`src/rtl/tsr_queue.sv`:
```
`timescale 1ns / 1ps
`default_nettype none

module tsr_queue #(
    parameter int W = 80
) (
    input  logic         i_clk,
    input  logic         i_rst_n,
    input  logic         i_push,
    input  logic [W-1:0] i_data,
    output logic         o_full,
    input  logic         i_pop,
    output logic         o_valid,
    output logic [W-1:0] o_data
);

    logic [W-1:0] r_data [2];
    logic         r_wp, r_rp;
    logic [1:0]   r_cnt;

    assign o_full  = (r_cnt == 2'd2);
    assign o_valid = (r_cnt != 2'd0);
    assign o_data  = r_data[r_rp];

    always_ff @(posedge i_clk) begin
        if (i_push) begin
            r_data[r_wp] <= i_data;
        end
    end

    always_ff @(posedge i_clk) begin
        if (!i_rst_n) begin
            r_wp  <= 1'b0;
            r_rp  <= 1'b0;
            r_cnt <= 2'd0;
        end else begin
            if (i_push) begin
                r_wp <= ~r_wp;
            end
            if (i_pop) begin
                r_rp <= ~r_rp;
            end
            case ({i_push, i_pop})
                2'b10:   r_cnt <= r_cnt + 2'd1;
                2'b01:   r_cnt <= r_cnt - 2'd1;
                default: r_cnt <= r_cnt;
            endcase
        end
    end

    a_no_underrun: assert property (@(posedge i_clk) disable iff (!i_rst_n)
        i_pop |-> (r_cnt != 2'd0))
        else $error("pop from empty queue");

endmodule

`default_nettype wire

```
`config.mk`:
```
export PLATFORM = sky130hd
export DESIGN_NAME = tsr_queue
export DESIGN_NICKNAME = d
export VERILOG_FILES = /design/src/rtl/tsr_queue.sv
export SDC_FILE = /design/constraint.sdc
export NUM_CORES = 1
export LEC_CHECK = 0
export ABC_AREA = 1
export BUFFER_PORTS_ARGS = -buffer_cell sky130_fd_sc_hd__buf_4
export CORE_MARGIN = 10
export CORE_UTILIZATION = 47
export CTS_CLUSTER_DIAMETER = 100
export DETAILED_ROUTE_END_ITERATION = 16
export GPL_TIMING_DRIVEN = 0
export PLACE_DENSITY = 0.75
export SLEW_MARGIN = 20
export SYNTH_ARGS = -nofsm -noshare
export SYNTH_HDL_FRONTEND = slang
export SYNTH_SLANG_ARGS = --single-unit
```
`constraint.sdc`:
```
create_clock -name i_clk -period 4.45 [get_ports i_clk]
set_input_delay 0.2225 -clock i_clk [delete_from_list [all_inputs] [get_ports i_clk]]
set_output_delay 0.2225 -clock i_clk [all_outputs]
set_load 0.01 [all_outputs]
```
-- Word level (Yosys, flattened, before mapping)
Memory sizes are Yosys's and may differ from the RTL's. A register that Yosys moved wholly into a read port is not among the register bits.
Cells that the tools add are included.
- $add $sub $neg: 2
- equality and inequality tests: 3
- mux-type cells: 5
- reduce and logical (&&, ||, !) cells: 2
- bitwise gates (word level): 2
- operators with widths (operator ; count):
    equality test 2 bit (second input constant) ; 2
    2-to-1 mux 1 bit ; 4
    case mux 2 bit (2 select lines) ; 1
    nonzero test 2 bit ; 2
    adder 2 x 1 -> 2 bit (second input constant) ; 1
    equality test 2 x 1 -> 1 bit (second input constant) ; 1
    NOT 1 bit ; 2
    subtractor 2 x 1 -> 2 bit (second input constant) ; 1
- logic and storage cells: 18
- bits in writable memories: 160
- memories kept: 1
- bits in registers: 4
- bits of input ports: 84
- output and inout bits: 82
- memories (memory ; words ; width ; rd ports ; clocked after Yosys merged registers in ; wr ports ; line ; source):
    r_data ; 2 ; 80 ; 1 ; 1 ; 1 ; 17 ; logic [W-1:0] r_data [2];

-- Logic depth before layout (Yosys ltp)
Gate-level depths: netlist of the first run.
- depth in word-level cells: 3
- gate-level depth with buffers: 7
- depth with buffers taken out: 7

-- Least setup slack after synthesis of the first run
OpenSTA, ideal clock, no wires.
- path kind: reg2reg
- from: register r_wp
- to: memory r_data[0][0] (enable)
- path slack: 0.276 ns
- clock period less this slack: 4.174 ns
- cell stages (with the launch flop): 2
- data arrival time: 3.653 ns
- library setup time: 0.521 ns
- path buffers: 0
- cells stage by stage: dfxtp_1 nor2_1
- RTL lines (item ; line ; source):
    start: declaration ; 18 ; logic r_wp, r_rp;
    start signal: assignment ; 38 ; r_wp <= ~r_wp;
    end: declaration ; 17 ;
Straight into the memory's write port.

==> metrics.json, run 1 <==
{
  "outcome": {
    "outcome": "finished, final reports clean"
  },
  "floorplanning": {
    "fp.coreArea_um2": 13300,
    "top_level_ports": 166,
    "die-width_um": 137,
    "floorplan.die_area_um2": 18700,
    "row_count": 42,
    "die_span_y_um": 137,
    "start_util_pct": 48.2
  },
  "min_path": {
    "worstHoldPathType": "in2reg",
    "hold_path.startpoint": "i_push"
  },
  "route": {
    "antenna_violating_nets_post_route": 0,
    "wl_per_cell_um": 17.5,
    "first_drt_pass_iteration_count": 5,
    "drt-total-wl_um": 12900,
    "viasPerCell": 4.62,
    "detailedRoute.firstIterationViolations": 181,
    "routed-via-count": 3420,
    "dr_drc_count": 0
  },
  "grt": {
    "grt_max_degree": 42,
    "antenna_found_initial": 0,
    "first_global_vias": 3856,
    "global_route_wire_length_before_repair_um": 20300,
    "global_route.overflow_total": 0,
    "grt_resource_usage_total_pct": 14.2
  },
  "logic_synthesis": {
    "yosys_register_bits": 165,
    "synthDistinctLibCells": 12,
    "synthesis.nets": 369,
    "post_synth_inst_count": 284,
    "area_of_the_mapped_netlist_um2": 6400,
    "yosysSeqAreaShare_pct": 76.6,
    "syn_area_per_cell_um2": 22.5,
    "yosysWarnings": 0
  },
  "timing": {
    "layout_min_cycle_time_ns": 1.83,
    "hold-worst-slack_ns": 0.0672,
    "finClkSkew_ns": 0.00635,
    "timing.final.ws_setup_ns": 2.62,
    "unrepaired_setup_endpoints_after_global_routing": "false",
    "finalHoldViolations": 0,
    "slew-limit-headroom_pct": 62.0,
    "timing.final.setup_violations": 0,
    "finalCritPeriodShare_pct": 41.1,
    "timing_worst_slew_pin_value_ns": 0.570,
    "final_max_slew_viol_count": 0,
    "maxClockFrequency_ghz": 0.547
  },
  "clocking": {
    "hold_buffers": 80,
    "ctsLongestPathBuffers": 2,
    "post-cts-setup-buffers": 0,
    "clk_latency_ns": 0.41,
    "clockRootBuffer": "sky130_fd_sc_hd__clkbuf_16",
    "cts_resized": 0,
    "htree_levels": 4,
    "clkSinkCount": 165,
    "clk_pin_slew_worst_paths_ns": 0.06,
    "number_of_cts_inserted_buffers": 17,
    "tritoncts": "built"
  },
  "critical_path": {
    "crit_chain": "buf_6, buf_12, mux2_4, buf_4",
    "crit_fanout": 10,
    "timing.setup.critical_path_class": "reg2out",
    "cp_slowest_cell": "sky130_fd_sc_hd__dfxtp_1",
    "worstReg2RegStart": "r_wp",
    "crit_path_max_incr_delay_ns": 0.32,
    "worst_path_dominant_cell_family": "buffers and inverters",
    "worst_ep_arrival_time_ns": 1.60,
    "crit_path_start_kind": "flop",
    "critPathCaptureType": "output port",
    "cp.buffers_inverters": 3,
    "cp.required_ns": 4.23
  },
  "cells_and_area": {
    "finish.instance_area_um2": 9310,
    "drive_gt1_share_pct": 50.9,
    "fillers": 796,
    "net_count_of_the_finished_layout": 637,
    "area_growth_pct": 45.4,
    "num_antenna_cells": 0,
    "finish.cell_count_without_fillers": 740
  },
  "place": {
    "instance_area_after_placement_um2": 7960,
    "gp_routability_congestion": 0.708,
    "placed_cells_incl_taps": 629,
    "post-dp-hpwl_um": 8790,
    "pre_cts_slack_ns": 2.81,
    "numPortBuffers": 165
  },
  "power": {
    "power_mw": 3.69,
    "ir_drop_uv": 250,
    "leakage_nw": 3.74,
    "pwr_density_cell_nw_per_um2": 396
  },
  "run": {
    "drv.max_cap_violation_count": 0
  }
}
==> cells in the final DEF, fill, tap and decap left out <==
master / count
sky130_fd_sc_hd__mux2_4: 80
sky130_fd_sc_hd__nand4_1: 1
sky130_fd_sc_hd__o21ai_0: 1
sky130_fd_sc_hd__edfxtp_1: 160
sky130_fd_sc_hd__clkinv_1: 1
sky130_fd_sc_hd__nand2_1: 9
sky130_fd_sc_hd__clkbuf_1: 3
sky130_fd_sc_hd__buf_12: 11
sky130_fd_sc_hd__buf_4: 165
sky130_fd_sc_hd__nor2_1: 10
sky130_fd_sc_hd__clkinvlp_4: 3
sky130_fd_sc_hd__ha_1: 1
sky130_fd_sc_hd__dlygate4sd3_1: 80
sky130_fd_sc_hd__buf_16: 1
sky130_fd_sc_hd__nor2_4: 1
sky130_fd_sc_hd__clkbuf_16: 17
sky130_fd_sc_hd__clkinv_2: 5
sky130_fd_sc_hd__inv_4: 1
sky130_fd_sc_hd__buf_6: 1
sky130_fd_sc_hd__a21oi_1: 1
sky130_fd_sc_hd__dfxtp_1: 5
sky130_fd_sc_hd__inv_1: 5
sky130_fd_sc_hd__bufinv_16: 2
==> metrics by stage <==
stage | util [%] | setup TNS [ns]
3_5_place_dp | 59.9 | 0
3_3_place_gp | 59.1 | -131.71
6_report | 70.0 | 0
5_1_grt | 70.0 | 0
4_1_cts | 70.0 | 0
2_1_floorplan | - | 0
==> tightest hold or removal path, cell delays in order <==
cell                     delay, ns
sky130_fd_sc_hd__buf_4        0.09
sky130_fd_sc_hd__nor2_1       0.03
sky130_fd_sc_hd__nor2_1       0.09
==> where the power goes <==
part | switching [mW] | total (mW) | internal [mW] | leakage [nW]
Clock | 0.542 | 1.36 | 0.814 | 0.263
Sequential | 0.0210 | 1.82 | 1.80 | 1.54
Combinational | 0.205 | 0.515 | 0.310 | 1.93
Total | 0.768 | 3.69 | 2.92 | 3.74
==> cells in the mapped netlist <==
library cell               count  area (um^2)
sky130_fd_sc_hd__a21oi_1       1         5.00
sky130_fd_sc_hd__buf_12        8          160
sky130_fd_sc_hd__buf_6         1         11.3
sky130_fd_sc_hd__dfxtp_1       5          100
sky130_fd_sc_hd__edfxtp_1    160         4800
sky130_fd_sc_hd__ha_1          1         12.5
sky130_fd_sc_hd__inv_1         6         22.5
sky130_fd_sc_hd__mux2_4       80         1200
sky130_fd_sc_hd__nand2_1       9         33.8
sky130_fd_sc_hd__nand4_1       1         6.26
sky130_fd_sc_hd__nor2_1       11         41.3
sky130_fd_sc_hd__o21ai_0       1         5.00
==> flip-flops by register name (all words and copies together), names as in the netlist, named ones only <==
| signal | count |
|---|---|
| r_cnt | 2 |
| r_data | 160 |
| r_rp | 1 |
| r_wp | 1 |
==> layout make-up <==
| cell class | count | area (um^2) | area share, % |
|---|---|---|---|
| multi-input cells | 104 | 1310 | 14.1 |
| inverters | 6 | 25.0 | 0.269 |
| clock buffers | 20 | 437 | 4.69 |
| flip-flops and latches | 165 | 4900 | 52.7 |
| clock inverters | 11 | 111 | 1.20 |
| repair buffers | 249 | 2130 | 22.8 |
| well taps | 176 | 220 | 2.37 |
| plain buffers | 9 | 171 | 1.84 |
==> kinds of logic (layout without fill, tap and decap cells) <==
family	after synthesis	after routing	synth area share, %
AND/OR/NAND/NOR	21	21	1.27
AO/OA/AOI/OAI	2	2	0.156
adder cells (fa/ha/maj)	1	1	0.195
flip-flops	165	165	76.6
buffers and inverters	15	295	3.03
multiplexers	80	80	18.8
==> path summary, 6_finish.rpt <==
kind                    to  slack, ns  cells past startpoint
max              o_data[5]       2.62                      4
min                   r_wp       0.07                      3
max reg2reg  r_data[1][12]       2.84                      3
min reg2reg           flop       0.51                      2
==> layer usage <==
layer / track usage (%) / vias to the layer above / part of all wire (%)
li1: - / 1636 / -
met1: 15.1 / 1649 / 37
met2: 24.3 / 117 / 52
met3: 6.41 / 18 / 9.4
met4: 5.50 / 0 / 1.5
met5: 0 / - / 0
Note: power is estimated with default switching activity, not from simulation.
==> run 2, diff against run 1 <==
Settings changed: ABC_AREA 1 to 0, PLACE_DENSITY 0.75 to 0.76.
Clock period 4.45 ns to 1.5 ns, I/O delays scaled along.
==> run 2 against run 1 <==
Effect of this change: the run now ends with negative setup slack left; first-iteration DRC count fell by 18%; clock skew fell by 0.0010 ns; clock power rose to 3.1 times the previous value; largest cell class unchanged; cell area fell by 0.87%; sequential power rose to 3.0 times the previous value; non-clock buffer count rose by 7; die area fell by 5.8%; flip-flop and latch count did not move; synthesized area fell by 6.8%; wire length rose by 8.9%; critical endpoint is now o_data[10].
==> metrics.json, run 2 <==
{
  "timing": {
    "timing.final.setup_violations": 80,
    "slew-limit-headroom_pct": 65.2,
    "final_max_slew_viol_count": 0,
    "unrepaired_setup_endpoints_after_global_routing": "true",
    "finClkSkew_ns": 0.00532,
    "finalHoldViolations": 0,
    "timing.final.ws_setup_ns": -0.144,
    "maxClockFrequency_ghz": 0.608,
    "timing_worst_slew_pin_value_ns": 0.521,
    "finalCritPeriodShare_pct": 110,
    "layout_min_cycle_time_ns": 1.64,
    "fin_setup_tns_ns": -9.05
  },
  "floorplanning": {
    "top_level_ports": 166,
    "die-width_um": 133,
    "row_count": 41,
    "start_util_pct": 47.7,
    "die_span_y_um": 133,
    "floorplan.die_area_um2": 17600,
    "fp.coreArea_um2": 12500
  },
  "route": {
    "drt-total-wl_um": 14100,
    "routed-via-count": 3468,
    "detailedRoute.firstIterationViolations": 149,
    "viasPerCell": 4.74,
    "antenna_violating_nets_post_route": 0,
    "wl_per_cell_um": 19.3,
    "first_drt_pass_iteration_count": 4,
    "dr_drc_count": 0
  },
  "cells_and_area": {
    "finish.instance_area_um2": 9230,
    "finish.cell_count_without_fillers": 731,
    "drive_gt1_share_pct": 52.8,
    "area_growth_pct": 54.6,
    "reg_top3": "r_data (160), r_cnt (2)",
    "layout_commonest_cell": "sky130_fd_sc_hd__edfxtp_1",
    "most-common-layout-cells": "sky130_fd_sc_hd__edfxtp_1 (160), sky130_fd_sc_hd__buf_4 (150), sky130_fd_sc_hd__dlygate4sd3_1 (83)",
    "net_count_of_the_finished_layout": 632,
    "num_antenna_cells": 0,
    "top_register": "r_data",
    "max_reg_flops": 160
  },
  "logic_synthesis": {
    "yosysSeqAreaShare_pct": 82.2,
    "synthesis.nets": 356,
    "yosys.cell_count.top_type": "sky130_fd_sc_hd__edfxtp_1",
    "area_of_the_mapped_netlist_um2": 5970,
    "synth_ff_type": "sky130_fd_sc_hd__edfxtp_1",
    "synth_top_cells_by_area": "sky130_fd_sc_hd__edfxtp_1 (80%), sky130_fd_sc_hd__mux2_2 (15%), sky130_fd_sc_hd__dfxtp_1 (1.7%)",
    "area_share_of_the_leading_cell_type_in_the_synthesized_netlist_pct": 80.5,
    "post_synth_inst_count": 271,
    "yosys_register_bits": 165,
    "async_flop_share_pct": 0,
    "commonest_cells_post_synth": "sky130_fd_sc_hd__edfxtp_1 (160), sky130_fd_sc_hd__mux2_2 (80), sky130_fd_sc_hd__buf_2 (9)",
    "synth-edff-count": 160,
    "syn_area_per_cell_um2": 22.0,
    "yosysWarnings": 0,
    "synthDistinctLibCells": 17,
    "synth.largest_area_cell": "sky130_fd_sc_hd__edfxtp_1"
  },
  "critical_path": {
    "r2r-end": "r_wp",
    "cp.required_ns": 1.42,
    "crit_path_start_kind": "flop",
    "depth_of_the_critical_timing_path_with_buffers_and_inverters_included": 4,
    "worst_reg_to_reg_path_cell_count": 4,
    "worst_ep_arrival_time_ns": 1.57,
    "critical_path.endpoint": "o_data[10]",
    "crit_chain": "buf_12, buf_8, mux2_2, buf_4",
    "worstReg2RegStart": "r_wp",
    "critPathCaptureType": "output port",
    "crit_fanout": 10,
    "cp.buffers_inverters": 3,
    "timing.setup.critical_path_class": "reg2out",
    "worst_path_dominant_cell_family": "buffers and inverters",
    "cp_slowest_cell": "sky130_fd_sc_hd__mux2_2",
    "crit_path_max_incr_delay_ns": 0.36,
    "reg2reg_setup_slack_ns": 0.06
  },
  "power": {
    "ir_drop_uv": 810,
    "fraction_of_power_consumed_by_combinational_cells_pct": 14.7,
    "clock_power_share_pct": 37.3,
    "power_switching_share_pct": 20.9,
    "seq_power_share_pct": 48.0,
    "pwr_density_cell_nw_per_um2": 1220,
    "p_int_mw": 8.89,
    "leakage_nw": 3.56,
    "switching_power_mw": 2.35
  },
  "clocking": {
    "number_of_cts_inserted_buffers": 17,
    "clk_latency_ns": 0.41,
    "htree_levels": 4,
    "clkSinkCount": 165,
    "clockRootBuffer": "sky130_fd_sc_hd__clkbuf_16",
    "ctsLongestPathBuffers": 2,
    "clk_pin_slew_worst_paths_ns": 0.06,
    "tritoncts": "built"
  },
  "outcome": {
    "outcome": "complete, but fails checks",
    "violations": "negative setup slack"
  },
  "grt": {
    "global_route.overflow_total": 0,
    "antenna_found_initial": 0,
    "grt_resource_usage_total_pct": 15.8,
    "first_global_vias": 3974,
    "global_route_wire_length_before_repair_um": 21700,
    "grt_max_degree": 42
  },
  "place": {
    "post-dp-hpwl_um": 8660,
    "gp_routability_congestion": 0.682,
    "numPortBuffers": 165,
    "instance_area_after_placement_um2": 7520,
    "placed_cells_incl_taps": 612
  },
  "run": {
    "drv.max_cap_violation_count": 0
  },
  "min_path": {
    "worstHoldPathType": "in2reg"
  }
}
==> run 2: cell type report <==
cell class | instances | area [um^2]
multi-input combinational | 97 | 1120
fill | 792 | 3290
sequential | 165 | 4910
timing repair buffer | 256 | 2260
inverter | 1 | 3.75
clock buffer | 19 | 433
tap | 172 | 215
buffer | 9 | 150
clock inverter | 12 | 138
==> run 2: per-stage QoR <==
stage / worst slack (ns) / power [mW] / utilization, % / hold slack [ns]
2_1_floorplan: -0.416 / 6.06 / - / 0.174
3_3_place_gp: -1.06 / 6.71 / 59.4 / 0.260
3_5_place_dp: -0.0707 / 6.78 / 60.1 / 0.262
4_1_cts: -0.160 / 11.3 / 72.9 / 0.233
5_1_grt: -0.204 / 11.6 / 73.7 / 0.246
6_report: -0.144 / 11.2 / 73.7 / 0.251
==> run 2: worst min path at each step <==
| stage | startpoint | to | slack (ns) | depth (start not counted) |
|---|---|---|---|---|
| floorplan | i_data[0] | r_data[0][0] | 0.17 | 0 |
| global placement | i_data[16] | r_data[0][16] | 0.26 | 1 |
| detailed placement | i_data[45] | r_data[0][45] | 0.26 | 1 |
| CTS | i_push | r_data[1][30] | 0.23 | 2 |
| global route | i_push | r_data[1][30] | 0.25 | 2 |
| finish | i_push | r_data[1][30] | 0.25 | 2 |
==> run 2: worst register-to-register path: stages, from the launching register on <==
cell and delay [ns]:
sky130_fd_sc_hd__dfxtp_4 0.38, sky130_fd_sc_hd__nor2_4 0.05, sky130_fd_sc_hd__buf_4 0.17, sky130_fd_sc_hd__o21a_1 0.18, sky130_fd_sc_hd__dlygate4sd3_1 0.55
==> run 2: what timing repair did <==
item / 4_1_cts / 5_1_grt
hold endpoints to repair: 165 / 0
hold buffers: 83 / 0
buffers inserted: 4 / 0
gates resized for setup: 47 / 27
setup endpoints to repair: 139 / 81
gates cloned: 1 / 0
pin swaps: 2 / 0
==> run 2: power by group through the flow <==
stage	Clock, mW	Sequential [mW]	Combinational (mW)
after floorplan	0	5.47	0.592
after global placement	0	5.48	1.24
after detailed placement	0	5.48	1.30
after CTS	4.27	5.39	1.60
after global routing	4.46	5.41	1.76
final	4.19	5.39	1.65
==> run 2: kinds of logic after synthesis <==
group,after synthesis,share of synthesized area (%)
flip-flops,165,82.2
multiplexers,80,15.1
buffers and inverters,10,0.817
AND/OR/NAND/NOR,9,0.943
AO/OA/AOI/OAI,3,0.335
XOR/XNOR,3,0.440
adder cells (fa/ha/maj),1,0.210
==> run 2: routing by layer <==
layer	share of wire, %	track usage (%)	wire length (um)	vias up
li1	-	-	-	1623
met2	53	27.6	7520	107
met1	39	17.3	5490	1720
met5	0	0	0	-
met3	5.8	5.56	820	18
met4	1.8	6.36	252	0
