File: src/rtl/tsr_pkg.sv
`timescale 1ns / 1ps
`default_nettype none

package tsr_pkg;

    localparam int TIME_W = 26;
    localparam int LEN_W  = 16;
    localparam int JOB_W  = 10;
    localparam int PROD_W = TIME_W + JOB_W;
    // period * job_index + offset
    localparam int NUM_W  = PROD_W + 1;
    localparam int CNT_W  = $clog2(NUM_W);

    localparam logic [TIME_W-1:0] TIME_MAX       = '1;
    localparam logic [LEN_W-1:0]  RESET_SLOT_LEN = 16'd1000;

    localparam logic ACT_CLEAR   = 1'b0;
    localparam logic ACT_RESERVE = 1'b1;

    typedef enum logic [4:0] {
        F_IDLE = 5'b00001,
        F_MUL  = 5'b00010,
        F_ADD  = 5'b00100,
        F_DIV  = 5'b01000,
        F_PUSH = 5'b10000
    } t_front_state;

    typedef enum logic [5:0] {
        B_SWEEP = 6'b000001,
        B_IDLE  = 6'b000010,
        B_RD    = 6'b000100,
        B_DATA  = 6'b001000,
        B_USE   = 6'b010000,
        B_OUT   = 6'b100000
    } t_back_state;

    typedef struct packed {
        logic init_busy;
    } t_back_status;

endpackage

`default_nettype wire

File: src/rtl/tsr_back.sv
`timescale 1ns / 1ps
`default_nettype none

module tsr_back #(
    parameter int NUM_SLOTS = 1024,
    parameter int QW        = 80
) (
    input  logic                         i_clk,
    input  logic                         i_rst_n,
    input  logic [tsr_pkg::LEN_W-1:0]    i_slot_length,
    output tsr_pkg::t_back_status        o_status,
    input  logic                         i_q_valid,
    input  logic [QW-1:0]                i_q_data,
    output logic                         o_q_pop,
    output logic                         o_ram_we,
    output logic [$clog2(NUM_SLOTS)-1:0] o_ram_waddr,
    output logic [tsr_pkg::LEN_W-1:0]    o_ram_wdata,
    output logic [$clog2(NUM_SLOTS)-1:0] o_ram_raddr,
    input  logic [tsr_pkg::LEN_W-1:0]    i_ram_rdata,
    output logic                         o_out_valid,
    input  logic                         i_out_stall,
    output logic [tsr_pkg::TIME_W-1:0]   o_start_time,
    output logic [tsr_pkg::TIME_W-1:0]   o_end_time,
    output logic                         o_overflow
);

    import tsr_pkg::*;

    localparam int IW    = $clog2(NUM_SLOTS);
    localparam int TW    = IW + LEN_W;
    localparam int RES_W = ((TW > TIME_W) ? TW : TIME_W) + 1;
    localparam logic [IW-1:0]    LAST_IDX = IW'(NUM_SLOTS - 1);
    localparam logic [TW-1:0]    NS_T     = TW'(NUM_SLOTS);
    localparam logic [RES_W-1:0] TMAX_R   = RES_W'(TIME_MAX);

    function automatic logic [TIME_W-1:0] clamp_t(input logic [RES_W-1:0] t);
        return (t > TMAX_R) ? TIME_MAX : t[TIME_W-1:0];
    endfunction

    logic               q_action, q_lenz, q_past;
    logic [IW-1:0]      q_idx;
    logic [TW-1:0]      q_base;
    logic [TIME_W-1:0]  q_exec;

    t_back_state        r_state, n_state;
    logic               r_init, n_init;
    logic               r_clr, n_clr;
    logic [IW-1:0]      r_idx, n_idx;
    logic [LEN_W-1:0]   r_fill, n_fill;
    logic [TW-1:0]      r_base, n_base;
    logic [TW-1:0]      r_pos, n_pos;
    logic [TW-1:0]      r_start, n_start;
    logic               r_consume, n_consume;
    logic [TIME_W-1:0]  r_rem, n_rem;
    logic [LEN_W-1:0]   r_free, n_free;
    logic [RES_W-1:0]   r_res_start, n_res_start;
    logic [RES_W-1:0]   r_res_end, n_res_end;
    logic               r_res_ovf, n_res_ovf;
    logic [TW-1:0]      r_tl_end;
    logic               r_ovld;
    logic [TIME_W-1:0]  r_ostart, r_oend;
    logic               r_oovf;

    logic [LEN_W-1:0]   used;
    logic [TW-1:0]      st;
    logic               load;

    assign {q_action, q_lenz, q_past, q_idx, q_base, q_exec} = i_q_data;

    assign o_status.init_busy = r_init;

    // time already taken in the slot just read; free above length counts as none
    assign used = (i_ram_rdata >= i_slot_length) ? '0 : i_slot_length - i_ram_rdata;
    assign st   = r_consume ? r_start : r_pos;
    assign load = (r_state == B_OUT) && (!r_ovld || !i_out_stall);

    assign o_ram_raddr = r_idx;
    assign o_ram_waddr = r_idx;

    always_comb begin
        n_state     = r_state;
        n_init      = r_init;
        n_clr       = r_clr;
        n_idx       = r_idx;
        n_fill      = r_fill;
        n_base      = r_base;
        n_pos       = r_pos;
        n_start     = r_start;
        n_consume   = r_consume;
        n_rem       = r_rem;
        n_free      = r_free;
        n_res_start = r_res_start;
        n_res_end   = r_res_end;
        n_res_ovf   = r_res_ovf;
        o_q_pop     = 1'b0;
        o_ram_we    = 1'b0;
        o_ram_wdata = r_fill;
        case (r_state)
            B_SWEEP: begin
                o_ram_we = 1'b1;
                n_idx    = r_idx + 1'b1;
                if (r_idx == LAST_IDX) begin
                    n_init      = 1'b0;
                    n_res_start = '0;
                    n_res_end   = '0;
                    n_res_ovf   = 1'b0;
                    n_state     = r_clr ? B_OUT : B_IDLE;
                end
            end
            B_IDLE: begin
                if (i_q_valid) begin
                    o_q_pop = 1'b1;
                    if (q_action == ACT_CLEAR) begin
                        n_fill  = i_slot_length;
                        n_idx   = '0;
                        n_clr   = 1'b1;
                        n_state = B_SWEEP;
                    end else if (q_lenz) begin
                        n_res_start = '0;
                        n_res_end   = '0;
                        n_res_ovf   = 1'b1;
                        n_state     = B_OUT;
                    end else if (q_past) begin
                        n_res_start = RES_W'(r_tl_end);
                        n_res_end   = RES_W'(r_tl_end);
                        n_res_ovf   = 1'b1;
                        n_state     = B_OUT;
                    end else begin
                        n_idx     = q_idx;
                        n_base    = q_base;
                        n_rem     = q_exec;
                        n_consume = 1'b0;
                        n_state   = B_RD;
                    end
                end
            end
            B_RD: begin
                n_state = B_DATA;
            end
            B_DATA: begin
                n_free = i_ram_rdata;
                n_pos  = r_base + TW'(used);
                if (!r_consume && i_ram_rdata == '0) begin
                    // full slot before the start: skip it
                    if (r_idx == LAST_IDX) begin
                        n_res_start = RES_W'(r_tl_end);
                        n_res_end   = RES_W'(r_tl_end);
                        n_res_ovf   = 1'b1;
                        n_state     = B_OUT;
                    end else begin
                        n_idx   = r_idx + 1'b1;
                        n_base  = r_base + TW'(i_slot_length);
                        n_state = B_RD;
                    end
                end else begin
                    n_state = B_USE;
                end
            end
            B_USE: begin
                n_start     = st;
                n_consume   = 1'b1;
                n_res_start = RES_W'(st);
                n_res_ovf   = 1'b0;
                if (r_rem == '0) begin
                    n_res_end = RES_W'(st);
                    n_state   = B_OUT;
                end else if (TIME_W'(r_free) < r_rem) begin
                    o_ram_we    = 1'b1;
                    o_ram_wdata = '0;
                    n_rem       = r_rem - TIME_W'(r_free);
                    if (r_idx == LAST_IDX) begin
                        n_res_end = RES_W'(r_tl_end);
                        n_res_ovf = 1'b1;
                        n_state   = B_OUT;
                    end else begin
                        n_idx   = r_idx + 1'b1;
                        n_base  = r_base + TW'(i_slot_length);
                        n_state = B_RD;
                    end
                end else begin
                    o_ram_we    = 1'b1;
                    o_ram_wdata = r_free - r_rem[LEN_W-1:0];
                    n_res_end   = RES_W'(r_pos) + RES_W'(r_rem);
                    n_state     = B_OUT;
                end
            end
            B_OUT: begin
                if (load) begin
                    n_clr   = 1'b0;
                    n_state = B_IDLE;
                end
            end
            default: begin
                n_state = B_IDLE;
            end
        endcase
    end

    always_ff @(posedge i_clk) begin
        if (!i_rst_n) begin
            r_state <= B_SWEEP;
            r_init  <= 1'b1;
            r_clr   <= 1'b0;
            r_idx   <= '0;
            r_fill  <= RESET_SLOT_LEN;
            r_ovld  <= 1'b0;
        end else begin
            r_state <= n_state;
            r_init  <= n_init;
            r_clr   <= n_clr;
            r_idx   <= n_idx;
            r_fill  <= n_fill;
            if (load) begin
                r_ovld <= 1'b1;
            end else if (!i_out_stall) begin
                r_ovld <= 1'b0;
            end
        end
    end

    always_ff @(posedge i_clk) begin
        r_base      <= n_base;
        r_pos       <= n_pos;
        r_start     <= n_start;
        r_consume   <= n_consume;
        r_rem       <= n_rem;
        r_free      <= n_free;
        r_res_start <= n_res_start;
        r_res_end   <= n_res_end;
        r_res_ovf   <= n_res_ovf;
        r_tl_end    <= NS_T * TW'(i_slot_length);
        if (load) begin
            r_ostart <= clamp_t(r_res_start);
            r_oend   <= clamp_t(r_res_end);
            r_oovf   <= r_res_ovf || (r_res_start > TMAX_R) || (r_res_end > TMAX_R);
        end
    end

    assign o_out_valid  = r_ovld;
    assign o_start_time = r_ostart;
    assign o_end_time   = r_oend;
    assign o_overflow   = r_oovf;

    a_read_latency: assert property (@(posedge i_clk) disable iff (!i_rst_n)
        (r_state == B_DATA) |-> ($past(r_state) == B_RD))
        else $error("slot data used without a read the cycle before");

    a_ram_write_src: assert property (@(posedge i_clk) disable iff (!i_rst_n)
        o_ram_we |-> (r_state == B_SWEEP || r_state == B_USE))
        else $error("slot table written outside sweep or consume");

endmodule

`default_nettype wire

File: config.mk
export PLATFORM = sky130hd
export DESIGN_NAME = tsr_back
export DESIGN_NICKNAME = d
export VERILOG_FILES = /design/src/rtl/tsr_pkg.sv /design/src/rtl/tsr_back.sv
export SDC_FILE = /design/constraint.sdc
export NUM_CORES = 1
export LEC_CHECK = 0
export BUFFER_PORTS_ARGS = -buffer_cell sky130_fd_sc_hd__buf_2
export CAP_MARGIN = 0
export CORE_ASPECT_RATIO = 0.75
export CORE_UTILIZATION = 64
export CTS_CLUSTER_DIAMETER = 80
export DETAILED_ROUTE_END_ITERATION = 7
export PLACE_DENSITY = 0.87
export SKIP_LAST_GASP = 1
export SYNTH_ARGS = -nofsm -noshare
export SYNTH_HDL_FRONTEND = slang
export SYNTH_SLANG_ARGS = --single-unit
File: constraint.sdc
create_clock -name i_clk -period 11.9 [get_ports i_clk]
set_input_delay 1.19 -clock i_clk [delete_from_list [all_inputs] [get_ports i_clk]]
set_output_delay 1.19 -clock i_clk [all_outputs]
set_load 0.05 [all_outputs]
======== Yosys cells after proc, flatten, opt, wreduce, memory -nomap -nowiden ========
Index checks and enable logic that the tools add are counted.
word-level totals
  flip-flop bits (word level) ............. 280
  input port bits ......................... 116
  output and inout port bits .............. 93
  word-level logic and storage cells ...... 158
operators by class
  add/subtract/negate cells ............... 7
  order comparisons ....................... 4
  equality and inequality tests ........... 22
  muxes and demuxes ....................... 81
  bitwise logic cells ..................... 1
  reductions and logical operators ........ 24
operators with widths
  kind                     number
  $mux W26                 15
  $mux W27                 11
  $pmux W27 S4             2
  $mux W10                 8
  $pmux W26 S3             1
  $mux W6                  11
  $mux W16                 4
  $gt A27 B26 Y1 const B   2
  $add A26 B16 Y26         2
  $pmux W26 S2             1
  $pmux W10 S4             1
  $pmux W6 S6              1
  $sub A16 B16 Y16         2
  $add A26 B26 Y27         1
  $logic_not A26 Y1        1
  $lt A16 B26 Y1           1
  $sub A26 B16 Y26         1
  $mux W1                  22
  $ne A2 B2 Y1 const B     11
  $reduce_and A7 Y1        3
  $ge A16 B16 Y1           1
  $logic_not A16 Y1        1
  $add A10 B1 Y10 const B  1
  $eq A10 B10 Y1 const B   1
  23 further kinds         34

======== Longest topological paths before layout ========
  word-level depth ........................ 5
  mapped depth ............................ 23
  depth with buffers taken out ............ 22

======== Worst setup path before layout ========
Ideal clock, no wire load.
  path kind ............................... input to register
  start point ............................. input port i_slot_length[0] in the netlist's numbering
  end point ............................... register r_pos[21], data pin
  setup time .............................. 0.260 ns
  arrival ................................. 5.321 ns
  data required time ...................... 11.640 ns
  slack ................................... 6.319 ns
  cell stages on the path ................. 23
  cell sequence ........................... inv_1 > ha_1 > fa_1 > and2b_1 > o21ai_1 > a21boi_1 > o221ai_1 > o221ai_1 > a21oi_1 > o21a_1 > a21o_1 > buf_2 > nor2_1 > ha_1 > a211oi_1 > nor2_1 > o21ai_1 > nor2b_1 > o311a_1 > a221oi_1 > a211o_1 > nor2_1 > xor2_1
between the ends
  cells in the longest elaborated chain, start to end .. 3
  elaborated cells on any way between the ends .. 4
  those cells by class .................... add/sub: 2; order compare: 1; mux: 1
ends and longest elaborated chain
  element                                             RTL line         RTL
  start: declaration                                  tsr_back.sv:10   input logic [tsr_pkg::LEN_W-1:0] i_slot_length,
  $sub A16 B16 Y16 or $ge A16 B16 Y1 (tied branches)  tsr_back.sv:73   assign used = (i_ram_rdata >= i_slot_length) ? '0 : i_slot_length - i_ram_rdata;
  $mux W16 *                                          tsr_back.sv:73
  $add A26 B16 Y26 *                                  tsr_back.sv:142  n_pos = r_base + TW'(used);
  end signal: assignment                              tsr_back.sv:223  r_pos <= n_pos;
  end: declaration                                    tsr_back.sv:51   logic [TW-1:0] r_pos, n_pos;
Every way passes the cells marked *; elsewhere a longest branch is shown, timed or not.
A chain may end at the register's enable or synchronous reset.

======== Final worst setup path ========
  start point ............................. input port i_slot_length[0] in the netlist's numbering
  end point ............................... register r_pos[20], data pin
Same word-level chain as after synthesis.

==> metrics.md <==
| Metric | Value |
|---|---|
| Critical path fanouts, max | `15` |
| Least-Margin Pin Slew | `1.246 ns` |
| Crit path cell chain | `buf_2 -> inv_1 -> ha_1 -> fa_1 -> and2b_1 -> o21ai_1 -> a21boi_1 -> o221ai_1 -> o221ai_1 -> a21oi_1 -> o21a_1 -> a21o_1 -> nor3_1 -> ha_1 -> a21o_1 -> nand2_1 -> a21oi_1 -> o31ai_1 -> a21oi_1 -> o21a_1 -> a31oi_1 -> nor2_1 -> xor2_1` |
| Port Buffer Count | `193` |
| Pins Over Slew Limit | `0` |
| Syn nets | `1959` |
| Post-synth top area cell | `edfxtp_1` |
| Netlist cell types | `92` |
| # DRC | `0` |
| Layout area overhead | `11.97%` |
| Die area | `27360 µm²` |
| Commonest cells post-synth | `edfxtp_1 (228), nand2_1 (202), nor2_1 (115)` |
| Post-CTS Setup Inserts | `0` |
| Vias per std cell | `6.357` |
| 1st-iter DRT viols | `1583` |
| Design area | `19130 µm²` |
| Die W | `190.7 µm` |
| Crit Path Category | `in -> reg` |
| Root Buffer | `clkbuf_16` |
| RSZ-0062 raised after global routing | `false` |
| Grt ovf | `0` |
| Initial Util | `65.47%` |
| Sum Neg Setup Slack | `0 ns` |
| Max-cap viol count | `0` |
| EDFF count, synth | `228` |
| Sequential area share after synthesis | `46.04%` |
| Sink Count | `279` |
| Via count | `14176` |
| CP endpoint kind | `flip-flop` |
| Synth Warn # | `0` |
| Die height | `143.5 µm` |
| Max IR drop VDD | `0.1277 mV` |
| Largest net degree at the start of global routing | `74` |
| Most numerous cell in the Yosys netlist | `edfxtp_1` |
| Post-synthesis register bit count | `279` |
| Hold Path Sink | `o_start_time[17]` |
| CTS H-tree lvls | `1` |
| Critical Path RT | `12.20 ns` |
| Synth top area cells | `edfxtp_1 (40%), ha_1 (7.8%), dfxtp_1 (6.0%), nand2_1 (4.4%), xnor2_1 (3.4%)` |
| Post-cts sizing count | `0` |
| Initial antenna violation count | `0` |
| FMAX | `163.0 MHz` |
| Prevailing post-synth register cell | `edfxtp_1` |
| Mean Syn Cell Area | `9.872 µm²` |
| Worst min-delay path category | `reg -> reg` |
| Vias in the first global route | `12982` |
| Area share of the largest cell type after synthesis | `40.07%` |
| R2R depth | `11` |
| Clock skew | `0.01150 ns` |
| Status | `complete, no violations` |
| Row count | `51` |
| R2r setup slk | `8.26 ns` |
| Seq. cell area | `7868 µm²` |
| Endpoints failing hold | `0` |
| Final Cycle Share | `51.55%` |
| HP Start | `r_res_start[17]` |
| Share of layout cells above drive strength 1 | `18.13%` |
| Reg2reg start | `r_rem[11]` |
| Cell Area, Synth | `17090 µm²` |
| Hold Path Depth | `0` |
| Fin nets | `2092` |
| Clock Tree Buf Depth | `3` |
| DPL Wire Length | `35900 µm` |
| Core Area | `26100 µm²` |
| Clk pin slew, worst setup/hold paths | `0.07 ns` |
| Routability-driven placement congestion ratio | `0.9941` |
| First-pass GRT wire length | `72170 µm` |
| Diodes inserted | `0` |
| Worst path slowest cell | `a31oi_1` |
| Final setup viols | `0` |
| Hold buffers post-CTS | `0` |
| GRT Overall Usage | `34.57%` |
| Total CTS buffers | `28` |
| Most Frequent Cell on Critical Path | `a21oi_1` |
| Multi-input logic area | `8451 µm²` |
| Worst-Skew Late Latency | `0.56 ns` |
| R2R Path End | `r_res_end[11]` |
| Fill cells | `1859` |
| Final antenna-violating net count | `0` |
| Minimum clock period | `6.134 ns` |
| Slew headroom | `16.39%` |
| Ports | `209` |
| Leakage power | `7.925 nW` |
| CTS tree | `built` |
| Drt total wl | `48030 µm` |
| Power Dens Cells | `121.8 nW/µm²` |
| Worst EP arrival | `6.43 ns` |
| FFs w/ async S/R, synth | `0%` |
| Dpl cell area | `18150 µm²` |
| Worst setup SP type | `input pin` |
| Syn Inst Count | `1731` |
| WL/cell | `21.54 µm` |
| Pre-antenna DRT Iters | `6` |
| CP max stage delay | `0.45 ns` |
where the power goes:
group          total (mW)  switching [mW]  internal [mW]
Sequential           1.13          0.0274           1.10
Combinational       0.264           0.166         0.0986
Clock               0.938           0.394          0.544
cell type report:
type / instances / share of cell area (%)
clock buffer: 34 / 3.943
clock inverter: 18 / 1.190
inverter: 88 / 1.733
multi-input combinational: 1260 / 44.17
sequential: 279 / 41.12
tap: 344 / 2.250
timing repair buffer: 207 / 5.598
cell families after synthesis:
| logic type | share of synthesized area (%) |
|---|---|
| and+or+nand+nor | 15.20 |
| muxes | 2.468 |
| buffers and inverters | 4.752 |
| AOI/OAI and AO/OA | 17.54 |
| adders and majority gates | 8.465 |
| DFF | 46.04 |
| xor gates and xnor gates | 5.536 |
metrics by stage:
stage               worst slack [ns]  util, %  hold slack, ns  power [mW]  cells
floorplan                      6.319        -          0.4366       1.332   1731
global placement               5.392    69.55          0.4002       1.393   2178
detailed placement             5.295    69.55          0.4045       1.407   2178
CTS                            5.870    73.31          0.4181       2.328   2230
global route                   5.488    73.31          0.4232       2.392   2230
finish                         5.766    73.31          0.4192       2.330   2230
flip-flops by register name (all words and copies together) (netlist names), 6 cells and up:
signal / cells
r_res_end: 27
o_end_time: 26
o_start_time: 26
r_base: 26
r_pos: 26
r_rem: 26
r_res_start: 26
r_start: 26
r_fill: 16
r_free: 16
r_tl_end: 16
o_ram_raddr: 10
r_state: 6
placed cells by master (no fill, tap or decap), types with 30 or more instances in the layout:
| cell type | n |
|---|---|
| xnor2_1 | 66 |
| buf_2 | 193 |
| ha_1 | 106 |
| o21ai_0 | 112 |
| edfxtp_1 | 228 |
| a21o_1 | 36 |
| xor2_1 | 42 |
| nor3_1 | 33 |
| inv_1 | 86 |
| dfxtp_1 | 51 |
| nor2_1 | 114 |
| nand2_1 | 202 |
| or2_2 | 30 |
| a21oi_1 | 106 |
| nand3_1 | 38 |
worst max path at each step:
| stage | start | end | depth (start not counted) | slack, ns |
|---|---|---|---|---|
| floorplan | i_slot_length[0] | r_pos[21] | 23 | 6.32 |
| global placement | i_slot_length[0] | r_pos[23] | 23 | 5.39 |
| detailed placement | i_slot_length[0] | r_pos[25] | 23 | 5.29 |
| CTS | i_slot_length[0] | r_pos[20] | 23 | 5.87 |
| global route | i_slot_length[0] | r_pos[17] | 23 | 5.49 |
| finish | i_slot_length[0] | r_pos[20] | 23 | 5.77 |
critical path, delay by kind of cell:
family | cells | cell delay (ns)
and+or+nand+nor | 4 | 0.72
buffers and inverters | 2 | 0.26
xor gates and xnor gates | 1 | 0.18
adders and majority gates | 3 | 0.92
AOI/OAI and AO/OA | 13 | 3.15
metal layers:
layer,up-vias,routed length [µm],GRT usage (%)
li1,6551,-,-
met1,6663,20430,49.87
met2,845,21080,53.30
met3,117,5008,5.495
met4,0,1509,11.12
met5,-,0,0
Note: power is estimated with default switching activity, not from simulation.
